[src/hw/rtl/wrmf_pkg.sv]
package wrmf_pkg;

    localparam int MAX_WINDOW    = 7;
    localparam int SAMPLE_BITS   = 16;
    localparam int WEIGHT_BITS   = 16;
    localparam int PROD_BITS     = SAMPLE_BITS + WEIGHT_BITS;
    localparam int HW_BITS       = 2;
    localparam int HW_MAX        = (MAX_WINDOW - 1) / 2;
    localparam int CNT_BITS      = $clog2(MAX_WINDOW + 1);
    localparam int POS_BITS      = $clog2(MAX_WINDOW);
    localparam int OFF_BITS      = POS_BITS + 2;
    localparam int CFG_IDX_BITS  = 3;
    localparam int CFG_DATA_BITS = 16;

    localparam logic [CFG_IDX_BITS-1:0] CFG_HALF_WIDTH = 3'd0;
    localparam logic [CFG_IDX_BITS-1:0] CFG_WEIGHT_0   = 3'd1;

    localparam logic [HW_BITS-1:0]     HW_RESET     = 2'd1;
    localparam logic [WEIGHT_BITS-1:0] WEIGHT_RESET = 16'd4096;

    typedef logic signed [SAMPLE_BITS-1:0] sample_t;
    typedef logic signed [WEIGHT_BITS-1:0] weight_t;
    typedef logic signed [PROD_BITS-1:0]   prod_t;

    typedef sample_t [MAX_WINDOW-1:0] window_t;
    typedef weight_t [MAX_WINDOW-1:0] weight_set_t;

    typedef struct packed {
        logic [HW_BITS-1:0]  d;
        logic                last;
        logic [CNT_BITS-1:0] cnt;
    } job_t;

    typedef struct packed {
        window_t                   vals;
        prod_t [MAX_WINDOW-1:0]    prods;
        logic [HW_BITS-1:0]        hw;
        logic                      is_final;
    } lane_set_t;

endpackage

[src/hw/rtl/wrmf_window.sv]
module wrmf_window (
    input  logic                           clk,
    input  logic                           rst_n,
    input  logic                           in_valid,
    input  wrmf_pkg::sample_t              in_sample,
    input  logic                           in_last,
    output logic                           in_ready,
    input  logic [wrmf_pkg::HW_BITS-1:0]   hw,
    input  logic                           issue_ready,
    output logic                           job_valid,
    output wrmf_pkg::job_t                 job,
    output wrmf_pkg::window_t              window
);
    import wrmf_pkg::*;

    window_t             window_reg, window_next;
    logic [CNT_BITS-1:0] cnt_reg, cnt_next;
    logic                job_valid_reg, job_valid_next;
    job_t                job_reg, job_next;

    logic                issue;
    logic                accept;
    logic                job_done;
    logic [CNT_BITS-1:0] count_inc;
    logic [CNT_BITS-1:0] top;

    // a plain job issues once, a flush job steps down to position zero
    assign job_done  = !job_reg.last || (job_reg.d == '0);
    assign issue     = job_valid_reg && issue_ready;
    assign in_ready  = !job_valid_reg || (issue_ready && job_done);
    assign accept    = in_valid && in_ready;
    assign count_inc = (cnt_reg == CNT_BITS'(MAX_WINDOW)) ? cnt_reg : cnt_reg + 1'b1;
    assign top       = count_inc - 1'b1;

    always_comb
    begin
        window_next    = window_reg;
        cnt_next       = cnt_reg;
        job_valid_next = job_valid_reg;
        job_next       = job_reg;
        if (issue)
        begin
            if (job_done)
            begin
                job_valid_next = 1'b0;
            end
            else
            begin
                job_next.d = job_reg.d - 1'b1;
            end
        end
        if (accept)
        begin
            window_next[0] = in_sample;
            for (int i = 1; i < MAX_WINDOW; i++)
            begin
                window_next[i] = window_reg[i-1];
            end
            job_next.cnt = count_inc;
            if (in_last)
            begin
                cnt_next       = '0;
                job_valid_next = 1'b1;
                job_next.last  = 1'b1;
                job_next.d     = (top > CNT_BITS'(hw)) ? hw : top[HW_BITS-1:0];
            end
            else
            begin
                cnt_next      = count_inc;
                job_next.last = 1'b0;
                job_next.d    = hw;
                if (count_inc > CNT_BITS'(hw))
                begin
                    job_valid_next = 1'b1;
                end
            end
        end
    end

    always_ff @(posedge clk or negedge rst_n)
    begin
        if (!rst_n)
        begin
            window_reg    <= '0;
            cnt_reg       <= '0;
            job_valid_reg <= 1'b0;
        end
        else
        begin
            window_reg    <= window_next;
            cnt_reg       <= cnt_next;
            job_valid_reg <= job_valid_next;
        end
    end

    always_ff @(posedge clk)
    begin
        job_reg <= job_next;
    end

    assign job_valid = job_valid_reg;
    assign job       = job_reg;
    assign window    = window_reg;

    // window count saturates
    assert property (@(posedge clk) disable iff (!rst_n)
        cnt_reg <= CNT_BITS'(MAX_WINDOW))
        else $error("window count above window depth");

    // a job never reaches behind its own clamp range
    assert property (@(posedge clk) disable iff (!rst_n)
        job_valid_reg |-> (job_reg.d <= hw) && (job_reg.cnt != '0))
        else $error("job position out of range");

    // an end-of-signal transfer restarts the count
    assert property (@(posedge clk) disable iff (!rst_n)
        accept && in_last |=> cnt_reg == '0)
        else $error("count not cleared after end of signal");

endmodule

[config.mk]
export PLATFORM = sky130hd
export DESIGN_NAME = wrmf_window
export DESIGN_NICKNAME = d
export VERILOG_FILES = /design/src/hw/rtl/wrmf_pkg.sv /design/src/hw/rtl/wrmf_window.sv
export SDC_FILE = /design/constraint.sdc
export NUM_CORES = 1
export LEC_CHECK = 0
export ABC_AREA = 0
export BUFFER_PORTS_ARGS = -buffer_cell sky130_fd_sc_hd__buf_2
export CAP_MARGIN = 20
export CORE_AREA = 2 2 114 116
export DETAILED_ROUTE_END_ITERATION = 10
export DIE_AREA = 0 0 116 118
export SLEW_MARGIN = 25
export SYNTH_ARGS = -nofsm -noshare
export SYNTH_HDL_FRONTEND = slang
export SYNTH_SLANG_ARGS = --single-unit
[constraint.sdc]
create_clock -name clk -period 3.2 [get_ports clk]
set_input_delay 0.64 -clock clk [delete_from_list [all_inputs] [get_ports clk]]
set_output_delay 0.64 -clock clk [all_outputs]
set_load 0.005 [all_outputs]
== Word level (Yosys, flattened, before mapping) ==
Index checks and enable logic that the tools add are counted.

* $add $sub $neg: 3
* Magnitude comparators: 2
* Equal/unequal tests: 2
* Mux-type cells: 12
* Reductions and logical operators: 10

{| class="wikitable"
|+ Operators with widths
! kind !! count
|-
| $mux W3 || 3
|-
| $gt A3 B2 Y1 || 2
|-
| $mux W2 || 3
|-
| $mux W6 || 1
|-
| $mux W1 || 5
|-
| $add A3 B1 Y3 const B || 1
|-
| $eq A3 B3 Y1 const B || 1
|-
| $logic_and A1 B1 Y1 || 3
|-
| $sub A3 B1 Y3 const B || 1
|-
| $logic_not A1 Y1 || 2
|-
| $logic_not A2 Y1 || 1
|-
| $logic_or A1 B1 Y1 || 2
|-
| $ne A2 B2 Y1 const B || 1
|-
| $reduce_and A2 Y1 || 1
|-
| $reduce_bool A2 Y1 || 1
|-
| $sub A2 B1 Y2 const B || 1
|}

* Register bits after elaboration: 122
* Input port bits: 23
* Output and inout bits: 120
* Word-level logic and storage cells: 41

== Longest topological paths before layout ==
* Word-level depth: 7
* Depth in mapped cells: 9

== Least setup slack after synthesis ==
Ideal clock, no wire load.

* Path kind: reg-to-reg
* Start point: reg cnt_reg[0]
* End point: reg job_reg, in the netlist job[4], data pin
* Data arrival time: 2.383 ns
* Slack: 0.562 ns
* Stages on the path, launching flop included: 10
* Buffers on the path: 0
* Cells stage by stage: dfrtp_1 > ha_1 > nand2_1 > mux2_2 > xnor2_1 > ha_1 > nor2b_1 > o21ai_0 > o2111ai_1 > a31o_1

{| class="wikitable"
|+ RTL lines
! what !! line !! RTL
|-
| start, declared || wrmf_window.sv:17 || <nowiki>logic [CNT_BITS-1:0] cnt_reg, cnt_next;</nowiki>
|-
| start signal, assigned || wrmf_window.sv:91 || <nowiki>cnt_reg <= cnt_next;</nowiki>
|-
| end signal, assigned || wrmf_window.sv:98 || <nowiki>job_reg <= job_next;</nowiki>
|-
| end, declared || wrmf_window.sv:19 || <nowiki>job_t job_reg, job_next;</nowiki>
|}

==> run metrics <==
worst r2r path cells 9; RSZ-0062 raised after global routing no; met1 Usage GRT 0.198; VDD IR max 0.496 mV; Max Cap Viol 0; initial antenna violation count 0; Pre-antenna DRT Iters 4; Least-Margin Pin Slew 0.682 ns; hold_buf cts 0; worst hold path class primary input to asynchronous set/reset pin; Area after DPL 0.00575 mm^2; number of DRC markers in iteration 0 105; total grt overflow 0; CP Class flip-flop to flip-flop; pin count of the biggest net entering global routing 127; Critical Path RT 3.36 ns; synthesized cell area 0.00488 mm^2; CTS root buf clkbuf_16; dpl cells 611; DR WL/cell 15.2 um; worst r2r src cnt_reg[0]; first-pass GRT wire length 15400 um; clk_skew 0.00628 ns; CTS Sinks 122; Final ANT Viol Nets 0; Final Max Tran Viols 0; routing usage on met2 0.216; Final HPWL DP 6620 um; Period minus WS final 2.98 ns; Max-Slew Margin vs Limit 0.546; Yosys warning count 0; cell count after synthesis 309; # rows 41; Final Power 7430 uW; Cell Chain, Critical Path ha_1 -> nand2_1 -> mux2_2 -> xnor2_1 -> ha_1 -> nor2b_1 -> o21ai_0 -> o2111ai_1 -> a31o_1; Largest register FFs 112; dpl ws 0.246 ns; Max Clock Freq 0.336 GHz; vias per cell 4.70; CTS buffer count 17; gpl congestion 0.734; Crit Path Max Fanout 7; post-synthesis sequential area ratio 0.632; die span in x 116 um; Finished Layout Cells 642; Tcrit/Tclk final 0.930; final WL 9780 um; P per Cell Area 1170 mW/mm^2; Layout Cell Area excl Fill 0.00634 mm^2; Initial Util 0.393; clock tree buffer depth 2; area of the die 0.0137 mm^2; crit end category flip-flop; Tot GR Track Use 0.149; Final Hold Vio Count 0; area of the core 0.0124 mm^2; Antenna Cells 0; vias in the first global route 2976; Leakage 0.00297 uW; P&R area growth vs syn 30.0%; PortBufs 142; CP arrival 3.13 ns; Max stage delay on crit path 0.45 ns; Clk Latency, worst-skew pair 0.41 ns; final setup vio count 0; syn nets 338; CTS tree done; average size of a mapped cell 15.8 um^2; TNS Setup 0 ns; H-tree lvl count 4; layout net count 487; worst r2r dst job[4]; Worst path slowest cell dfrtp_1; register bit total from synthesis 122; clk slew on worst S/H paths 0.05 ns; commonest non-fill, non-tap cell in the layout buf_2; Critical Path Source Type flip-flop; FILL cells 1133; io pins 143; final setup margin 0.224 ns; status completed; # DRC 0; met3 usage 0.0520; via count 3019; r2r setup slk 0.22 ns; Netlist cell types 29; commonest cells after routing, fill and taps aside 141 x buf_2, 116 x dfrtp_1, 115 x mux2_2; layout cells sized above 1 0.623; GRT busiest layer met2; postcts setup bufs 0; Most Frequent Cell on Critical Path ha_1; Die Span Y 118 um; Post-CTS Resized 0
==> through the flow <==
| stage | util | hold slack, ns |
|---|---|---|
| global route | 0.511 | 0.295 |
| global placement | 0.463 | 0.484 |
| CTS | 0.511 | 0.257 |
| finish | 0.511 | 0.247 |
| floorplan | - | 0.344 |
| detailed placement | 0.463 | 0.490 |
==> cell families after synthesis <==
family | count (synthesis) | synth area share
adders and majority gates | 6 | 0.0154
AOI/OAI and AO/OA | 19 | 0.0277
muxes | 115 | 0.265
DFF | 122 | 0.632
buffers and inverters | 25 | 0.0320
xor gates and xnor gates | 4 | 0.00872
and+or+nand+nor | 18 | 0.0192
==> power by group <==
| part | leakage, uW | switching [uW] | internal, uW |
|---|---|---|---|
| combinational | 0.00123 | 1070 | 1530 |
| sequential | 0.00143 | 564 | 2380 |
| clock | 0.000298 | 637 | 1260 |
| total | 0.00297 | 2270 | 5160 |
==> worst max-delay path, delay by kind of cell (launching register included) <==
family                     cells  cell delay (ns)
muxes                          1             0.38
AOI/OAI and AO/OA              3             0.86
xor gates and xnor gates       1             0.13
adders and majority gates      2             0.58
and+or+nand+nor                2             0.34
DFF                            1             0.45
==> cell type report <==
class / instances / area (um^2) / share of cell area
Inverter: 10 / 37.5 / 0.00592
Tap cell: 172 / 215 / 0.0339
Timing Repair Buffer: 145 / 761 / 0.120
Clock inverter: 7 / 87.6 / 0.0138
Multi-Input combinational cell: 162 / 1650 / 0.260
Sequential cell: 122 / 3080 / 0.486
Clock buffer: 24 / 512 / 0.0807
==> layer usage <==
metal	up-vias	wire length, um
met1	1509	4440
met3	20	564
met2	93	4560
li1	1397	-
met5	-	0
met4	0	225
==> worst max-delay path by stage <==
stage	startpoint	endpoint	slack (ns)	cells past startpoint
2_1_floorplan	cnt_reg[0]	job[4]	0.56	9
3_3_place_gp	cnt_reg[0]	job[4]	0.45	9
3_5_place_dp	cnt_reg[0]	job[4]	0.25	9
4_1_cts	cnt_reg[0]	job[4]	0.23	9
5_1_grt	cnt_reg[0]	job[4]	0.009	9
6_report	cnt_reg[0]	job[4]	0.22	9
==> cells in the mapped netlist (all sizes together) <==
master,count,share of area
a21oi,5,0.0051
a2bb2oi,1,0.0018
a31o,2,0.0036
a41o,2,0.0041
buf,13,0.023
clkbuf,2,0.0015
dfrtp,116,0.59
edfxtp,6,0.037
ha,6,0.015
inv,10,0.0077
mux2,115,0.27
nand2,6,0.0046
nand2b,1,0.0013
nand3,1,0.0010
nand3b,1,0.0015
nand4,1,0.0013
nor2,3,0.0023
nor2b,4,0.0056
nor3b,1,0.0015
o2111ai,1,0.0018
o21ai,3,0.0031
o22ai,4,0.0064
o2bb2ai,1,0.0018
xnor2,4,0.0087
(Power assumes the default switching activity.)
