`src/hw/rtl/wrmf_pkg.sv`:
```
package wrmf_pkg;

    localparam int MAX_WINDOW    = 7;
    localparam int SAMPLE_BITS   = 16;
    localparam int WEIGHT_BITS   = 16;
    localparam int PROD_BITS     = SAMPLE_BITS + WEIGHT_BITS;
    localparam int HW_BITS       = 2;
    localparam int HW_MAX        = (MAX_WINDOW - 1) / 2;
    localparam int CNT_BITS      = $clog2(MAX_WINDOW + 1);
    localparam int POS_BITS      = $clog2(MAX_WINDOW);
    localparam int OFF_BITS      = POS_BITS + 2;
    localparam int CFG_IDX_BITS  = 3;
    localparam int CFG_DATA_BITS = 16;

    localparam logic [CFG_IDX_BITS-1:0] CFG_HALF_WIDTH = 3'd0;
    localparam logic [CFG_IDX_BITS-1:0] CFG_WEIGHT_0   = 3'd1;

    localparam logic [HW_BITS-1:0]     HW_RESET     = 2'd1;
    localparam logic [WEIGHT_BITS-1:0] WEIGHT_RESET = 16'd4096;

    typedef logic signed [SAMPLE_BITS-1:0] sample_t;
    typedef logic signed [WEIGHT_BITS-1:0] weight_t;
    typedef logic signed [PROD_BITS-1:0]   prod_t;

    typedef sample_t [MAX_WINDOW-1:0] window_t;
    typedef weight_t [MAX_WINDOW-1:0] weight_set_t;

    typedef struct packed {
        logic [HW_BITS-1:0]  d;
        logic                last;
        logic [CNT_BITS-1:0] cnt;
    } job_t;

    typedef struct packed {
        window_t                   vals;
        prod_t [MAX_WINDOW-1:0]    prods;
        logic [HW_BITS-1:0]        hw;
        logic                      is_final;
    } lane_set_t;

endpackage

```
`src/hw/rtl/wrmf_rank_select.sv`:
```
module wrmf_rank_select (
    input  logic                clk,
    input  logic                rst_n,
    input  logic                s1_valid,
    input  wrmf_pkg::lane_set_t s1,
    output logic                s2_ready,
    output logic                out_valid,
    input  logic                out_ready,
    output wrmf_pkg::sample_t   sample_out,
    output logic                final_out
);
    import wrmf_pkg::*;

    logic                out_valid_reg;
    sample_t             sample_reg, sample_next;
    logic                final_reg;
    logic [POS_BITS-1:0] rank [MAX_WINDOW];
    logic [MAX_WINDOW-1:0] used;
    logic [MAX_WINDOW-1:0] hit;

    assign s2_ready = !out_valid_reg || out_ready;

    // rank ascending, ties kept in window order
    always_comb
    begin
        sample_next = '0;
        for (int j = 0; j < MAX_WINDOW; j++)
        begin
            used[j] = POS_BITS'(j) <= {s1.hw, 1'b0};
        end
        for (int j = 0; j < MAX_WINDOW; j++)
        begin
            rank[j] = '0;
            for (int k = 0; k < MAX_WINDOW; k++)
            begin
                if (used[k] && ((s1.prods[k] < s1.prods[j]) ||
                                (s1.prods[k] == s1.prods[j] && k < j)))
                begin
                    rank[j] = rank[j] + 1'b1;
                end
            end
            hit[j] = used[j] && (rank[j] == POS_BITS'(s1.hw));
        end
        for (int j = 0; j < MAX_WINDOW; j++)
        begin
            if (hit[j])
            begin
                sample_next = s1.vals[j];
            end
        end
    end

    always_ff @(posedge clk or negedge rst_n)
    begin
        if (!rst_n)
        begin
            out_valid_reg <= 1'b0;
        end
        else if (s2_ready)
        begin
            out_valid_reg <= s1_valid;
        end
    end

    always_ff @(posedge clk)
    begin
        if (s2_ready)
        begin
            sample_reg <= sample_next;
            final_reg  <= s1.is_final;
        end
    end

    assign out_valid  = out_valid_reg;
    assign sample_out = sample_reg;
    assign final_out  = final_reg;

    // exactly one tap holds the middle rank
    assert property (@(posedge clk) disable iff (!rst_n)
        s1_valid |-> $countones(hit) == 1)
        else $error("middle rank not unique");

    // a lane set moving forward lands in the output register
    assert property (@(posedge clk) disable iff (!rst_n)
        s1_valid && s2_ready |=> out_valid_reg)
        else $error("result lost on the way to the output register");

endmodule

```
`config.mk`:
```
export PLATFORM = sky130hd
export DESIGN_NAME = wrmf_rank_select
export DESIGN_NICKNAME = d
export VERILOG_FILES = /design/src/hw/rtl/wrmf_pkg.sv /design/src/hw/rtl/wrmf_rank_select.sv
export SDC_FILE = /design/constraint.sdc
export NUM_CORES = 1
export LEC_CHECK = 0
export BUFFER_PORTS_ARGS = -buffer_cell sky130_fd_sc_hd__buf_2
export CAP_MARGIN = 40
export CORE_ASPECT_RATIO = 0.6
export CORE_MARGIN = 5
export CORE_UTILIZATION = 54
export CTS_BUF_LIST = sky130_fd_sc_hd__clkbuf_16
export DETAILED_ROUTE_END_ITERATION = 8
export PLACE_DENSITY = 0.81
export SLEW_MARGIN = 20
export SYNTH_ARGS = -nofsm -noshare
export SYNTH_HDL_FRONTEND = slang
export SYNTH_SLANG_ARGS = --single-unit
```
`constraint.sdc`:
```
create_clock -name clk -period 1.1 [get_ports clk]
set_input_delay 0.165 -clock clk [delete_from_list [all_inputs] [get_ports clk]]
set_output_delay 0.165 -clock clk [all_outputs]
set_load 0.02 [all_outputs]
```
### After elaboration in Yosys (flattened, before gate mapping)

Index checks and enable logic that the tools add are counted.
W data, S select, Z words.

* logic and storage cells: 264
* output and inout port bits: 19
* register bits: 18
* bits of input ports: 343

* reductions and logical operators: 79
* $add $sub $neg: 42
* multiplexer cells: 56
* magnitude comparators: 56
* equal/unequal tests: 28

Operators by type and width (count)
* $lt A32 B32 Y1: 49
* $eq A32 B32 Y1: 21
* $mux W3: 42
* $mux W16: 7
* $add A3 B1 Y3 const B: 35
* $logic_and A1 B1 Y1: 56
* $logic_or A1 B1 Y1: 22
* $eq A3 B2 Y1: 7
* $add A1 B1 Y2 const B: 7
* $le A3 B3 Y1 const A: 3
* $mux W1: 7
* $le A1 B3 Y1 const A: 2
* $le A2 B3 Y1 const A: 2
* $logic_not A1 Y1: 1

### Logic depth before layout (Yosys ltp)

* depth after elaboration: 24
* depth in mapped cells: 34

### Worst setup path before layout

Ideal clock, no wire load.

* path kind: input -> register
* from: input port s1[76] (netlist bit)
* to: register sample_reg[10], in the netlist sample_out[10] (data pin)
* buffers on the path: 1
* slack: -4.358 ns
* stages on the path: 31
* arrival: 5.312 ns
* library setup time: 0.146 ns
* cells stage by stage: inv_1 > ha_1 > a21o_1 > a21o_1 > a21o_1 > a21oi_1 > nor2b_1 > o21ai_0 > nand2b_1 > a21oi_1 > nand2_1 > a2111oi_0 > nand3b_1 > and3_1 > ha_1 > xnor2_1 > ha_1 > nand2_1 > a2bb2oi_1 > o211ai_1 > ha_1 > inv_1 > o21ai_0 > ha_1 > nand2b_1 > and3_1 > o21ai_1 > and2_4 > clkbuf_2 > o21ai_1 > a21oi_1

* longest elaborated chain between the ends: 23

Ends and longest elaborated chain
* start: declaration: RTL line wrmf_rank_select.sv:5 `input wrmf_pkg::lane_set_t s1,`
* $lt A32 B32 Y1 or $eq A32 B32 Y1 (tied branches): RTL line wrmf_rank_select.sv:36, wrmf_rank_select.sv:37
* $logic_or A1 B1 Y1: RTL line wrmf_rank_select.sv:36 `if (used[k] && ((s1.prods[k] < s1.prods[j]) ||`
* $logic_and A1 B1 Y1: RTL line wrmf_rank_select.sv:36
* $mux W1: RTL line wrmf_rank_select.sv:36
* $add A1 B1 Y2: RTL line wrmf_rank_select.sv:39 `rank[j] = rank[j] + 1'b1;`
* $mux W3: RTL line wrmf_rank_select.sv:36
* $add A3 B1 Y3: RTL line wrmf_rank_select.sv:39
* $mux W3: RTL line wrmf_rank_select.sv:36
* [5 not listed]
* $mux W3: RTL line wrmf_rank_select.sv:36
* $add A3 B1 Y3: RTL line wrmf_rank_select.sv:39
* $mux W3: RTL line wrmf_rank_select.sv:36
* $eq A3 B2 Y1: RTL line wrmf_rank_select.sv:42 `hit[j] = used[j] && (rank[j] == POS_BITS'(s1.hw));`
* $logic_and A1 B1 Y1: RTL line wrmf_rank_select.sv:42
* $mux W16 (4 in a row): RTL line wrmf_rank_select.sv:46 `if (hit[j])`
* $mux W16 (*): RTL line wrmf_rank_select.sv:46
* via sample_next[10]: RTL line wrmf_rank_select.sv:15 `sample_t sample_reg, sample_next;`
* end signal: assignment: RTL line wrmf_rank_select.sv:69 `sample_reg <= sample_next;`
* end: declaration: RTL line wrmf_rank_select.sv:15

The timed path passes the listed nets; every way through them passes the cells marked *.
A chain may end at the register's enable or synchronous reset.

### Worst setup path after layout

* from: input port s1[77] (netlist bit)
* to: register sample_reg[0], in the netlist sample_out[0] (data pin)

Same word-level chain as after synthesis.

==> impl_metrics.json <==
{
  "synth_cell_types": 102,
  "hold_class": "primary input to register",
  "worstSetupPathType": "primary input to register",
  "gr-usage-all-layers": 0.484,
  "ant_nets": 0,
  "clock_latency_ns": 0.26,
  "powerDensity_mw_per_mm2": 830,
  "routed_wl_mm": 105,
  "hold_start": "s1[0]",
  "gp_congestion": 1.21,
  "core_mm2": 0.0362,
  "nets": 4722,
  "synth_area_per_cell_um2": 7.97,
  "fp.dieW_um": 257,
  "yosysWarnings": 0,
  "largest_reg_flops": 16,
  "fin_skew_ns": 0.00562,
  "syn_to_final_growth_pct": 49.9,
  "worstSetupStartpoint": "s1[77]",
  "start_util": 0.545,
  "wl_per_cell_um": 25.3,
  "nFillCells": 2422,
  "max_freq_ghz": 0.174,
  "finalSetupViolCount": 16,
  "fin_crit_ns": 5.75,
  "cts_buffers": 3,
  "ios": 362,
  "vias": 27000,
  "top_usage_layer": "met2",
  "grt.overflow.total": 0,
  "arrival_ns": 5.86,
  "io_buffers": 361,
  "grt_pass1_wl_mm": 153,
  "synth_edf_count": 17,
  "cp_slowest_cell": "a2111oi_4",
  "crit_path_end_kind": "register",
  "grt_max_degree": 31,
  "regArea_um2": 536,
  "place_ws_ns": -4.94,
  "worst_slack_ns": -4.65,
  "ff2ff_path_depth": 3,
  "met3_usage": 0.194,
  "die-area_mm2": 0.0406,
  "failed_checks": "negative setup slack",
  "cts-root-buf": "clkbuf_16",
  "slew_violations": 0,
  "finalHoldViolCount": 0,
  "postSynthCellCount": 2478,
  "drc": 0,
  "whs_ns": 0.0950,
  "path_clk_slew_ns": 0.06,
  "reg2reg_from": "out_valid",
  "syn-num-nets": 3528,
  "num_rows": 54,
  "clock_path_buffers": 2,
  "fin_crit_sh": 5.23,
  "worst_pin_slew_ns": 0.744,
  "peakVddDrop_v": 0.00172,
  "async_flop_share": 0.0556,
  "status": "finished, violations left",
  "leakage_nw": 16.3,
  "multiInputGateArea_mm2": 0.0188,
  "cts_tree": "built",
  "met1_usage": 0.638,
  "maxSlewHeadroom": 0.499,
  "synth_flop_cell": "edfxtp_1",
  "yosysSeqAreaShare": 0.0271,
  "rsz0062_at_grt": "yes",
  "grt_pass1_vias": 26600,
  "firstDrtPassIters": 6,
  "viasPerCell": 6.51,
  "first_iter_violations": 3896,
  "crit_path_frequent_cell": "ha_1",
  "fp.dieH_um": 158,
  "crit_path_max_fanout": 7,
  "cts.sinks": 18,
  "startpoint_type": "primary input",
  "drv_cap": 0,
  "drive_above_1_share": 0.381,
  "slowest_delay_ns": 0.33,
  "ys_seq_elements": 18,
  "final_core_util": 0.817,
  "syn-cell-area_mm2": 0.0197,
  "critPathRequiredTime_ns": 1.21,
  "dp_hpwl_mm": 91.1,
  "hold_path_depth": 1,
  "antenna_found_initial": 8,
  "finalPower_mw": 24.6,
  "htreeDepth": 1,
  "grt_use_met2": 0.716
}
-- per-stage QoR --
stage / std cells / area (um2) / setup TNS, ns
6_report: 4150 / 29600 / -73.20
5_1_grt: 4150 / 29600 / -76.82
4_1_cts: 4147 / 29500 / -69.30
3_5_place_dp: 4120 / 28800 / -77.77
3_3_place_gp: 4120 / 28800 / -75.49
2_1_floorplan: 2478 / 20200 / -62.16
-- Yosys cell counts, types with 6 or more instances --
master	instances	area, um2
ha_1	707	8850
nand2_1	168	631
o31ai_1	7	52.6
and3_2	11	82.6
a221oi_1	8	70.1
xnor3_1	10	225
a21o_1	78	586
a211o_1	12	105
a311oi_1	16	140
nor2b_1	43	269
nand2b_1	24	150
o21a_1	34	255
and3_1	20	125
o21ai_0	88	440
nor4_1	22	138
o211ai_1	32	240
and2_1	9	56.3
and4_1	15	131
or3_1	9	56.3
clkbuf_1	9	33.8
a2111oi_0	8	70.1
nor3_1	27	135
a31oi_1	15	93.8
clkbuf_8	6	82.6
nand3b_1	6	45.0
edfxtp_1	17	510
nor2_1	74	278
xor2_1	14	123
xnor2_1	11	96.3
nand4_1	137	857
inv_1	282	1060
a21oi_1	246	1230
o22ai_1	20	125
o2111ai_1	7	61.3
o21ai_1	18	90.1
a211oi_1	41	308
nand3_1	73	365
mux2i_1	28	280
or2_2	10	62.6
-- layout make-up --
class | instances | share of cell area
well taps | 476 | 0.0201
flip-flops and latches | 18 | 0.0181
inverters | 283 | 0.0370
multi-input cells | 2155 | 0.636
clock inverters | 1 | 0.000127
repair buffers | 1211 | 0.286
clock buffers | 3 | 0.00254
diodes | 3 | 0.000254
-- where the power goes --
group	switching, mW	leakage, nW	internal (mW)
logic	11.8	16.0	10.6
clock network	0.306	0.0386	0.486
registers	0.178	0.187	1.27
-- cell usage in the layout, fill, tap and decap left out, types with 12 or more instances in the layout --
cell type	synthesis	layout
nand2b_1	24	23
ha_4	0	17
edfxtp_1	17	17
nor3_1	27	24
o21ai_1	18	25
nor2_1	74	73
nor2b_1	43	43
a211oi_1	41	25
o21a_1	34	34
xor2_1	14	12
a21oi_1	246	232
and3_1	20	17
nand3_1	73	71
mux2i_1	28	23
o211ai_1	32	32
nand2_1	168	156
a21oi_2	2	16
a21o_1	78	78
o21ai_0	88	73
ha_1	707	688
nor4_1	22	16
buf_2	2	355
o22ai_1	20	17
buf_12	0	16
and4_1	15	15
inv_1	282	269
a211oi_2	0	16
nand4_1	137	137
a211o_1	12	12
buf_4	1	827
-- routing by layer --
layer / wire length (um) / part of all wire
met5: 93 / 0.00088
met4: 5000 / 0.048
met3: 17500 / 0.17
met2: 41800 / 0.40
met1: 40700 / 0.39
-- logic make-up after synthesis --
| group | synth area share |
|---|---|
| and+or+nand+nor | 0.189 |
| adders and majority gates | 0.448 |
| DFF | 0.0271 |
| xor gates and xnor gates | 0.0292 |
| muxes | 0.0170 |
| AOI/OAI and AO/OA | 0.225 |
| buffers and inverters | 0.0643 |
-- what timing repair did --
item | 4_1_cts | 5_1_grt
gates cloned | 4 | 0
endpoints found under the hold margin | 1 | 0
endpoints found under the setup margin | 17 | 16
pin swaps | 34 | 15
resized for setup | 84 | 31
hold buffers | 1 | 0
buffers inserted | 18 | 2
-- final timing paths --
check,endpoint,slack (ns)
max in group asynchronous,out_valid,0.80
worst min register to register,final_out,0.85
worst max register to register,sample_out[9],0.05
min in group asynchronous,out_valid,0.22
worst min-delay path,final_out,0.1
worst max-delay path,sample_out[0],-4.65
-- critical path: cells and delay by family --
kind / cells / cell delay, ns
XOR/XNOR: 1 / 0.26
AND/OR/NAND/NOR: 11 / 1.36
AO/OA/AOI/OAI: 10 / 1.80
buffers and inverters: 6 / 0.73
multiplexers: 2 / 0.35
adder cells (fa/ha/maj): 5 / 1.19
No activity file was read; power rests on OpenSTA's default activity.
